### config.mk
export PLATFORM = sky130hd
export DESIGN_NAME = bla_scale
export DESIGN_NICKNAME = d
export VERILOG_FILES = /design/src/rtl/bla_pkg.sv /design/src/rtl/bla_scale.sv
export SDC_FILE = /design/constraint.sdc
export NUM_CORES = 1
export LEC_CHECK = 0
export BUFFER_PORTS_ARGS = -buffer_cell sky130_fd_sc_hd__buf_2
export CAP_MARGIN = 25
export CORE_MARGIN = 1
export CORE_UTILIZATION = 33
export CTS_CLUSTER_SIZE = 10
export DETAILED_ROUTE_END_ITERATION = 8
export GPL_ROUTABILITY_DRIVEN = 0
export GPL_TIMING_DRIVEN = 0
export PLACE_DENSITY = 0.48
export SLEW_MARGIN = 30
export SYNTH_ARGS = -nofsm -noshare
export SYNTH_HDL_FRONTEND = slang
export SYNTH_SLANG_ARGS = --single-unit
### constraint.sdc
create_clock -name clk -period 51.8 [get_ports clk]
set_clock_uncertainty 0.15 [all_clocks]
set_input_delay 5.18 -clock clk [delete_from_list [all_inputs] [get_ports clk]]
set_output_delay 5.18 -clock clk [all_outputs]
set_load 0.01 [all_outputs]
### src/rtl/bla_pkg.sv
// ============================================================================
// bla_pkg
// Shared widths, constants, item types and the CORDIC angle table of the
// launch angle solver.
// ============================================================================
package bla_pkg;

  localparam int COORD_BITS      = 16;
  localparam int SPEED_BITS      = 16;
  localparam int ANGLE_FRAC_BITS = 8;
  localparam int GRAV_BITS       = 16;
  localparam int ANGLE_BITS      = 8 + ANGLE_FRAC_BITS;
  localparam int PRE_SHIFT       = 8;

  localparam logic [GRAV_BITS-1:0] GRAV_RESET = GRAV_BITS'(1000);

  // Configuration port
  localparam int PADDR_W = 3;
  localparam int PDATA_W = 32;
  localparam logic [PADDR_W-3:0] REG_GRAVITY = '0;

  // Product and radicand widths
  localparam int V2_W  = 2 * SPEED_BITS;
  localparam int GX_W  = GRAV_BITS + COORD_BITS;
  localparam int P_W   = 2 * V2_W;
  localparam int M_W   = 2 * GX_W;
  localparam int T_W   = GX_W + V2_W + 1;
  localparam int MAX_W = (P_W > M_W) ? ((P_W > T_W) ? P_W : T_W)
                                     : ((M_W > T_W) ? M_W : T_W);
  localparam int RAD_W = MAX_W + 2;

  // Square root
  localparam int SQ_IN_W = RAD_W + 2 * PRE_SHIFT;
  localparam int SQ_W    = (SQ_IN_W + 1) / 2;
  localparam int REM_W   = SQ_W + 3;

  // CORDIC
  localparam int NUM_W         = ((V2_W + PRE_SHIFT > SQ_W) ? V2_W + PRE_SHIFT : SQ_W) + 1;
  localparam int NORM_TOP      = 57;
  localparam int CW            = NORM_TOP + 3;
  localparam int Z_W           = 49;
  localparam int CORDIC_STEPS  = 32;
  localparam int CR_DEPTH      = CORDIC_STEPS + 3;
  localparam logic [63:0] RAD_UNITS = 64'd57295779513082;

  // Scaling to degrees: divide by 1e12 = 2^12 * 5^12
  localparam int DIV_SHIFT = 12;
  localparam logic [63:0] DIV_ODD    = 64'd244140625;
  localparam logic [63:0] ROUND_HALF = 64'd500000000000;
  localparam int NS_W = Z_W - 1 + ANGLE_FRAC_BITS + 1;
  localparam int DV_W = NS_W - DIV_SHIFT;
  localparam int Q_W  = ANGLE_BITS - 1;

  typedef enum logic [1:0] {
    ST_OK    = 2'd0,
    ST_REACH = 2'd1,
    ST_DIV0  = 2'd2
  } status_t;

  typedef struct packed {
    logic             valid;
    logic             func;
    logic             xneg;
    status_t          status;
    logic [V2_W-1:0]  v2;
    logic [GX_W-1:0]  gx;
    logic [RAD_W-1:0] rad;
  } sq_item_t;

  typedef struct packed {
    logic              valid;
    logic              func;
    logic              xneg;
    status_t           status;
    logic [V2_W-1:0]   v2;
    logic [GX_W-1:0]   gx;
    logic [2*SQ_W-1:0] rbits;
    logic [REM_W-1:0]  rem;
    logic [SQ_W-1:0]   root;
  } sq_stage_t;

  typedef struct packed {
    logic            valid;
    logic            func;
    logic            xneg;
    status_t         status;
    logic [V2_W-1:0] v2;
    logic [GX_W-1:0] gx;
    logic [SQ_W-1:0] root;
  } cd_item_t;

  typedef struct packed {
    logic                  valid;
    logic                  xneg;
    status_t               status;
    logic [CW-1:0]         x;
    logic [CW-1:0]         y;
    logic                  yneg;
    logic signed [Z_W-1:0] z;
  } cr_stage_t;

  typedef struct packed {
    logic                  valid;
    logic                  xneg;
    status_t               status;
    logic signed [Z_W-1:0] z;
  } dv_item_t;

  typedef struct packed {
    logic            valid;
    logic            xneg;
    status_t         status;
    logic [DV_W-1:0] rem;
    logic [Q_W-1:0]  q;
  } dv_stage_t;

  // atan(2^-i) in units of 1e-12 degree.
  function automatic logic [Z_W-2:0] atan_step(input int i);
    logic [Z_W-2:0] s;
    case (i)
      0:       s = 48'd45000000000000;
      1:       s = 48'd26565051177078;
      2:       s = 48'd14036243467926;
      3:       s = 48'd7125016348902;
      4:       s = 48'd3576334374997;
      5:       s = 48'd1789910608246;
      6:       s = 48'd895173710211;
      7:       s = 48'd447614170861;
      8:       s = 48'd223810500369;
      9:       s = 48'd111905677066;
      10:      s = 48'd55952891894;
      11:      s = 48'd27976452617;
      12:      s = 48'd13988227142;
      default: s = (Z_W-1)'(RAD_UNITS >> i);
    endcase
    return s;
  endfunction

endpackage

### src/rtl/bla_scale.sv
// ============================================================================
// bla_scale
// Converts the CORDIC angle sum to rounded fixed-point degrees with a
// one-bit-per-stage division by the odd part of 10^12, applies the sign and
// holds the result register.
// ============================================================================
module bla_scale (
  input  logic                                  clk,
  input  logic                                  rst_n,
  input  logic                                  en,
  input  bla_pkg::dv_item_t                     in_item,
  output logic                                  out_valid,
  output logic signed [bla_pkg::ANGLE_BITS-1:0] out_angle,
  output bla_pkg::status_t                      out_status
);
  import bla_pkg::*;

  dv_stage_t cur    [Q_W+1];
  dv_stage_t st_nxt [Q_W+1];
  dv_stage_t st_r   [Q_W+1];

  logic                         valid_r;
  logic signed [ANGLE_BITS-1:0] angle_r, angle_nxt;
  status_t                      status_r;

  for (genvar j = 0; j <= Q_W; j++) begin : g_stage
    if (j == 0) begin : g_prep
      assign cur[j] = st_r[Q_W];
      always_comb begin : c_prep
        logic [NS_W-1:0] zc;
        logic [NS_W-1:0] n;
        zc = in_item.z[Z_W-1] ? '0 : NS_W'(in_item.z[Z_W-2:0]);
        n  = (zc << ANGLE_FRAC_BITS) + NS_W'(ROUND_HALF);
        st_nxt[j].valid  = in_item.valid;
        st_nxt[j].xneg   = in_item.xneg;
        st_nxt[j].status = in_item.status;
        st_nxt[j].rem    = n[NS_W-1:DIV_SHIFT];
        st_nxt[j].q      = '0;
      end
    end else begin : g_div
      localparam int B = Q_W - j;
      assign cur[j] = st_r[j-1];
      always_comb begin : c_div
        logic [DV_W-1:0] dsh;
        st_nxt[j] = cur[j];
        dsh       = DV_W'(DIV_ODD) << B;
        if (cur[j].rem >= dsh) begin
          st_nxt[j].rem  = cur[j].rem - dsh;
          st_nxt[j].q[B] = 1'b1;
        end
      end
    end

    always_ff @(posedge clk) begin
      if (!rst_n) begin
        st_r[j].valid <= 1'b0;
      end else if (en) begin
        st_r[j] <= st_nxt[j];
      end
    end
  end

  always_comb begin
    if (st_r[Q_W].status != ST_OK) begin
      angle_nxt = '0;
    end else if (st_r[Q_W].xneg) begin
      angle_nxt = -$signed({1'b0, st_r[Q_W].q});
    end else begin
      angle_nxt = $signed({1'b0, st_r[Q_W].q});
    end
  end

  always_ff @(posedge clk) begin
    if (!rst_n) begin
      valid_r <= 1'b0;
    end else if (en) begin
      valid_r <= st_r[Q_W].valid;
    end
  end

  always_ff @(posedge clk) begin
    if (en) begin
      angle_r  <= angle_nxt;
      status_r <= st_r[Q_W].status;
    end
  end

  assign out_valid  = valid_r;
  assign out_angle  = angle_r;
  assign out_status = status_r;

endmodule

# [Word level (Yosys, flattened, before mapping)]
# Memories as Yosys holds them, arrays and structs flattened.
# Index checks and enable logic that the tools add are counted.
[totals] reg_bits=19 elab_cells=107 out_inout_bits=19 n_memories=1 in_bits=56 mem_bits_rw=1024
[mem_list] memory="st_r" words=16 word_bits=64 read_ports=16 rd_clocked_by_memory_dff=0 wr=16 line_no="bla_scale.sv:20" rtl="dv_stage_t st_r [Q_W+1];"
[classes] addsub=17 n_mux=51 magnitude_cmp=15 n_reduce_logical=2 bitwise=17
[ops] operator="$mux 45" count=14
[ops] operator="$add 56x39->57 const B" count=1
[ops] operator="$mux 48" count=1
[ops] operator="$mux 46" count=1
[ops] operator="$ge 45x28->1 const B" count=1
[ops] operator="$ge 45x29->1 const B" count=1
[ops] operator="$ge 45x30->1 const B" count=1
[ops] operator="$ge 45x31->1 const B" count=1
[ops] operator="$ge 45x32->1 const B" count=1
[ops] operator="$ge 45x33->1 const B" count=1
[ops] operator="$ge 45x34->1 const B" count=1
[ops] operator="$ge 45x35->1 const B" count=1
[ops] operator="$ge 45x36->1 const B" count=1
[ops] operator="$ge 45x37->1 const B" count=1
[ops] operator="$ge 45x38->1 const B" count=1
[ops] operator="$ge 45x39->1 const B" count=1
[ops] operator="$ge 45x40->1 const B" count=1
[ops] operator="$ge 45x41->1 const B" count=1
[ops] operator="$ge 45x42->1 const B" count=1
[ops] operator="$sub 45x28->45 const B" count=1
[ops] operator="$sub 45x29->45 const B" count=1
[ops] operator="$sub 45x30->45 const B" count=1
[ops] operator="$sub 45x31->45 const B" count=1
[ops] operator="$sub 45x32->45 const B" count=1
[ops] operator="other kinds (17)" count=65

# [Logic depth before layout (Yosys ltp)]
# Gate-level depths: netlist of the first run.
[logic_depth] ltp_word=4 ltp_mapped=12 mapped_depth_nobuf=10

# [Worst setup path before layout of the first run]
# No wires, ideal clock.
[synth_path] path_type="input to register" start="in en" end="mem st_r[0][100] (netlist name) (enable)" path_stages=3 t_required_ps=50325 t_arrival_ps=24525 slack_ps=25801 setup_ps=1325 path_buffers=2 cell_sequence="clkbuf_1 -> clkbuf_1 -> and2_1"
[synth_lines] element="from (decl)" line_no="bla_scale.sv:10" rtl="input logic en,"
[synth_lines] element="to (decl)" line_no="bla_scale.sv:20"

==> results of run 1 <==
## cell usage after synthesis, drive strengths merged (9+ instances only)
| library cell | n |
|---|---|
| o21a | 21 |
| xnor2 | 291 |
| and2 | 21 |
| or2 | 15 |
| nor3b | 13 |
| o31a | 10 |
| nor2b | 42 |
| nor2 | 318 |
| or4 | 29 |
| o31ai | 21 |
| a211oi | 24 |
| nand3 | 84 |
| a21o | 30 |
| nor4 | 86 |
| nor4bb | 11 |
| a31oi | 16 |
| and3 | 39 |
| o311ai | 10 |
| nor4b | 29 |
| nand3b | 34 |
| o21bai | 12 |
| or3 | 43 |
| a221oi | 9 |
| inv | 82 |
| edfxtp | 876 |
| o2111ai | 11 |
| xor2 | 251 |
| a31o | 9 |
| nand2b | 36 |
| o211ai | 35 |
| buf | 24 |
| a211o | 13 |
| a21oi | 146 |
| o21ai | 124 |
| clkbuf | 68 |
| nor3 | 115 |
| nand2 | 256 |
| a2111oi | 12 |
| nand4b | 16 |
| ha | 23 |
| nand4 | 40 |
## area by class of cell
class	count	area (sq um)
fill	12300	79400
sequential	878	26300
timing repair buffer	88	808
clock buffer	131	2700
multi-input combinational	2390	15400
inverter	83	312
clock inverter	23	236
tap	1662	2080
buffer	92	387
## sequential cells by signal, summed over array words and instances, names as in the netlist
name	cells
st_r	859
out_angle	16
out_status	2
out_valid	1
## routing by layer
layer / up-vias / routed length, microns
li1: 13300 / -
met1: 13300 / 45600
met2: 466 / 45300
met3: 114 / 3630
met4: 0 / 1890
met5: - / 0
## cell families (layout without fill, tap and decap cells)
family | count (synthesis) | count (layout) | synth area share (%)
fa+ha+maj | 23 | 23 | 0.678
mux | 14 | 14 | 0.354
flops | 878 | 878 | 62.0
buf+inv | 175 | 417 | 1.64
compound gates | 559 | 559 | 8.81
simple gates | 1252 | 1252 | 15.3
xor+xnor | 542 | 542 | 11.2
## final timing paths
check	startpoint	endpoint	depth (start not counted)
worst min register to register	st_r[1][325]$_DFFE_PP_	st_r[1][389]$_DFFE_PP_	0
worst max-delay path	en	st_r[0][438]$_DFFE_PP_	12
worst max register to register	st_r[0][92]$_DFFE_PP_	st_r[0][180]$_DFFE_PP_	11
worst min-delay path	st_r[1][325]$_DFFE_PP_	st_r[1][389]$_DFFE_PP_	0
## through the flow
step                      util [%]  std cells  hold slack [ns]  area (sq um)  power (uW)
after global routing          37.8       5347            0.248         48300        1710
after detailed placement      35.5       5193            0.255         45400        1010
after global placement        35.2       5175            0.251         44900        1040
final                         37.8       5347            0.236         48300        1640
after CTS                     37.8       5347            0.233         48300        1670
after floorplan                  -       3443            0.250         42500         985
## power by group through the flow
stage / logic, uW / clock network [uW] / registers [uW]
CTS: 129 / 674 / 866
detailed placement: 128 / 0 / 881
floorplan: 92.1 / 0 / 893
global placement: 123 / 0 / 918
global route: 142 / 698 / 871
finish: 127 / 647 / 866
## critical path, stage by stage
cell	delay (ns)
buf_2	0.32
clkbuf_1	0.36
clkbuf_1	0.32
and2_4	0.58
buf_16	0.30
buf_16	0.28
buf_16	0.28
buf_12	0.28
buf_16	0.27
buf_12	0.27
buf_16	0.28
buf_16	0.27
==> results.py, run 1 <==
metrics = {
    "outcome": {
        "outcome": "finished clean",
    },
    "grt": {
        "grt-busiest-layer": "met2",
        "first_global_vias": 26200,
        "grt_max_degree": 51,
        "grt_pass1_wl_microns": 151000,
        "grt-ovfl-total": 0,
        "globalRouteMet1Util_pct": 20.3,
        "globalRouteTotalUtil_pct": 14.6,
        "met2_usage_pct": 23.6,
        "antenna_found_initial": 0,
        "gr-usage-met3_pct": 2.38,
    },
    "synthesis": {
        "synth_edf_count": 876,
        "yosys-top-cells-area": "edfxtp_1 (62%), xnor2_1 (6.0%), xor2_1 (5.2%)",
        "async_reset_ff_share_pct": 0,
        "syn_nets": 3522,
        "syn_avg_cell_area_sq_um": 12.3,
        "synth-seq-area-share_pct": 62.0,
        "netlist_instances": 3443,
        "synth-main-ff-cell": "edfxtp_1",
        "synth_top_cell_area_share_pct": 61.9,
        "synth_top_area_cell": "edfxtp_1",
        "netlist_area_sq_mm": 0.0425,
        "synth.distinct_cells": 87,
        "yosys_warnings": 0,
        "ys_seq_elements": 878,
    },
    "power_and_ir_drop": {
        "p_switching_uw": 387,
        "ir_worst_vdd_uv": 24.4,
        "p_leak_uw": 0.0161,
        "p_int_uw": 1250,
        "pwr-share-clk_pct": 39.5,
        "powerDensity_mw_per_mm2": 34.0,
        "swShare_pct": 23.6,
        "seq_power_share_pct": 52.8,
        "comb_power_share_pct": 7.7,
    },
    "hold_path": {
        "hold_class": "flip-flop to flip-flop",
    },
    "finish": {
        "nets": 3715,
        "insertedDiodeCount": 0,
        "area_growth_pct": 13.7,
        "layout_commonest_cell": "edfxtp_1",
        "layout-drive-gt1-share_pct": 7.98,
        "layout_common_cells": "edfxtp_1 (876), nor2_1 (317), xnor2_1 (291)",
    },
    "clocking": {
        "clk_path_buf_depth": 3,
        "htreeDepth": 3,
        "insertion_delay_ns": 0.70,
        "cts_tree": "built",
        "cts_resized": 0,
        "cts_sinks": 878,
        "hold_buffers": 0,
        "cts_buffers": 103,
        "path_clk_slew_ns": 0.05,
        "root_buffer": "clkbuf_16",
        "post_cts_buffers": 0,
    },
    "route": {
        "vias": 27200,
        "ant_nets": 0,
        "drc": 0,
        "dr.pass1.iters": 5,
        "wl_per_cell_microns": 18.0,
        "routed_wl_microns": 96400,
        "routed_via_density": 5.08,
        "drt_iter0_drc": 2070,
    },
    "timing": {
        "worst_pin_slew_ns": 0.921,
        "finalCritPeriodShare_pct": 17.3,
        "timing.final.ws_setup_ns": 42.83,
        "hold_viol": 0,
        "fin_crit_ns": 8.97,
        "rsz0062_at_grt": "false",
        "fmax_mhz": 112,
        "slew-limit-headroom_pct": 37.0,
        "slew_violations": 0,
        "final-setup-viol-count": 0,
        "setup_tns_ns": 0,
    },
    "worst_setup_path": {
        "crit_path_max_fanout": 50,
        "end_kind": "flip-flop",
        "arrival_ns": 9.18,
        "regToRegSetupSlack_ns": 47.76,
        "worstSetupPathType": "input pin to flip-flop",
        "start_kind": "input pin",
        "cp_data_required_time_ns": 52.01,
    },
    "floorplanning": {
        "fp-row-count": 131,
        "ios": 75,
        "die-area_sq_mm": 0.130,
        "dieHeight_microns": 361,
        "design.core.area_sq_mm": 0.128,
        "initial_utilization_pct": 33.3,
        "die_x_microns": 361,
    },
    "placed_design": {
        "io_buffers": 70,
        "hpwl_microns": 71000,
        "dpl_worst_slack_ns": 42.01,
    },
    "run": {
        "drv_cap": 0,
    },
}
(Power assumes the default switching activity.)
==> run 2: changes to the inputs <==
--- a/config.mk
+++ b/config.mk
@@ -13,7 +13,7 @@
 export DETAILED_ROUTE_END_ITERATION = 8
 export GPL_ROUTABILITY_DRIVEN = 0
 export GPL_TIMING_DRIVEN = 0
-export PLACE_DENSITY = 0.48
+export PLACE_DENSITY = 0.5
 export SLEW_MARGIN = 30
 export SYNTH_ARGS = -nofsm -noshare
 export SYNTH_HDL_FRONTEND = slang
==> constraint.sdc (replaced) <==
create_clock -name clk -period 7.18 [get_ports clk]
set_clock_uncertainty 0.15 [all_clocks]
set_input_delay 0.718 -clock clk [delete_from_list [all_inputs] [get_ports clk]]
set_output_delay 0.718 -clock clk [all_outputs]
set_load 0.01 [all_outputs]
==> run 2 against run 1 <==
Effect of this change:
- sequential share of layout area is 0.12 points higher
- global-route usage is 0.29 points lower
- clock power grew to 7.0 times the previous value
- utilization is 0.085 points lower
- combinational power grew to 7.2 times the previous value
- die area stayed put
- first-iteration DRC count is 9.2% higher
- sequential power grew to 7.2 times the previous value
- final cell count is 0.26% lower
- cell area is 0.23% lower
- sequential cell count stayed put
- power grew to 7.1 times the previous value
- critical path type is now flip-flop to flip-flop
- highest routed layer unchanged
==> results.py, run 2 (synthesis results as in run 1) <==
metrics = {
    "outcome": {
        "outcome": "finished clean",
    },
    "route": {
        "vias": 27200,
        "routed_wl_microns": 94700,
        "wl_per_cell_microns": 17.8,
        "drc": 0,
        "ant_nets": 0,
        "dr.pass1.iters": 6,
        "drt_iter0_drc": 2260,
        "routed_via_density": 5.11,
    },
    "placed_design": {
        "io_buffers": 70,
        "hpwl_microns": 69900,
    },
    "clocking": {
        "root_buffer": "clkbuf_16",
        "insertion_delay_ns": 0.69,
        "htreeDepth": 3,
        "hold_buffers": 0,
        "post_cts_buffers": 0,
        "clk_path_buf_depth": 3,
        "cts_resized": 0,
        "cts_sinks": 878,
        "cts_tree": "built",
        "path_clk_slew_ns": 0.05,
        "cts_buffers": 101,
    },
    "worst_setup_path": {
        "cp_slowest_cell": "a311oi_1",
        "arrival_ns": 4.25,
        "worstSetupPathType": "flip-flop to flip-flop",
        "cp_top_family": "compound AO/OA/AOI/OAI gates",
        "critPathBufInv": 3,
        "crit_path_cell_trace": "inv_1, ha_1, nor4b_1, o21ai_1, a311oi_1, o31ai_1, a41oi_2, inv_1, clkbuf_1, nand2_1, xnor2_1",
        "start_kind": "flip-flop",
        "critPathMostFrequentCell": "inv_1",
        "crit_path_max_fanout": 10,
        "cp_data_required_time_ns": 7.45,
        "max_stage_delay_ns": 0.69,
        "end_kind": "flip-flop",
    },
    "power_and_ir_drop": {
        "p_leak_uw": 0.0161,
        "ir_worst_vdd_uv": 186,
        "powerDensity_mw_per_mm2": 243,
        "finalPower_uw": 11700,
    },
    "floorplanning": {
        "die-area_sq_mm": 0.130,
        "die_x_microns": 361,
        "fp-row-count": 131,
        "design.core.area_sq_mm": 0.128,
        "ios": 75,
        "dieHeight_microns": 361,
        "initial_utilization_pct": 33.3,
    },
    "grt": {
        "first_global_vias": 26100,
        "grt-ovfl-total": 0,
        "globalRouteTotalUtil_pct": 14.3,
        "grt_max_degree": 53,
        "grt_pass1_wl_microns": 149000,
        "antenna_found_initial": 1,
    },
    "hold_path": {
        "hold_class": "input pin to flip-flop",
    },
    "run": {
        "drv_cap": 0,
    },
    "timing": {
        "final-setup-viol-count": 0,
        "rsz0062_at_grt": "false",
        "fmax_mhz": 251,
        "hold_viol": 0,
        "finalCritPeriodShare_pct": 55.4,
        "slew-limit-headroom_pct": 40.6,
        "fin_crit_ns": 3.98,
        "whs_ns": 0.0777,
        "slew_violations": 0,
        "worst_pin_slew_ns": 0.889,
    },
    "finish": {
        "layout_commonest_cell": "edfxtp_1",
        "top_register": "st_r",
        "largest_register_ffs": 859,
        "layout-drive-gt1-share_pct": 7.90,
        "area_growth_pct": 13.5,
        "layout_common_cells": "edfxtp_1 (876), nor2_1 (317), xnor2_1 (291)",
        "fill_cells": 12300,
        "nets": 3713,
        "insertedDiodeCount": 0,
    },
}
## run 2: worst paths after layout
| path | startpoint | endpoint | slack [ns] | cells after the start |
|---|---|---|---|---|
| min reg2reg | st_r[1][76]$_DFFE_PP_ | st_r[1][140]$_DFFE_PP_ | 0.25 | 0 |
| max | st_r[0][92]$_DFFE_PP_ | st_r[0][180]$_DFFE_PP_ | 3.20 | 11 |
| max reg2reg | st_r[0][92]$_DFFE_PP_ | st_r[0][180]$_DFFE_PP_ | 3.20 | 11 |
| min | in_item[51] | st_r[0][62]$_DFFE_PP_ | 0.08 | 1 |
## run 2: power breakdown
group | leakage [uW] | total (uW) | switching, uW | internal [uW]
registers | 0.00819 | 6240 | 248 | 5990
logic | 0.00655 | 918 | 532 | 386
clock network | 0.00137 | 4540 | 1940 | 2590
## run 2: area by class of cell
cell class              instances  area (sq um)  share of cell area [%]
inverters                      83           312                   0.646
plain buffers                  92           419                   0.870
well taps                    1662          2080                    4.32
clock inverters                17           164                   0.340
repair buffers                 88           801                    1.66
clock buffers                 123          2640                    5.48
multi-input cells            2390         15400                    32.0
flip-flops and latches        878         26300                    54.7
## run 2: per-stage QoR
step	util (%)	instance area (sq um)	setup slack [ns]	cells	TNS, ns
2_1_floorplan	-	42500	-0.207	3443	-174.41
3_3_place_gp	35.2	44900	-3.15	5175	-2562.37
3_5_place_dp	35.5	45400	2.52	5193	0
4_1_cts	37.7	48200	3.18	5333	0
5_1_grt	37.7	48200	2.87	5333	0
6_report	37.7	48200	3.20	5333	0
## run 2: routing by layer
layer,global-route usage (%),part of all wire (%),up-vias
met3,2.56,4.1,109
met2,23.0,47,501
met1,20.0,47,13400
met5,0,0,-
li1,-,-,13200
met4,3.38,1.6,0
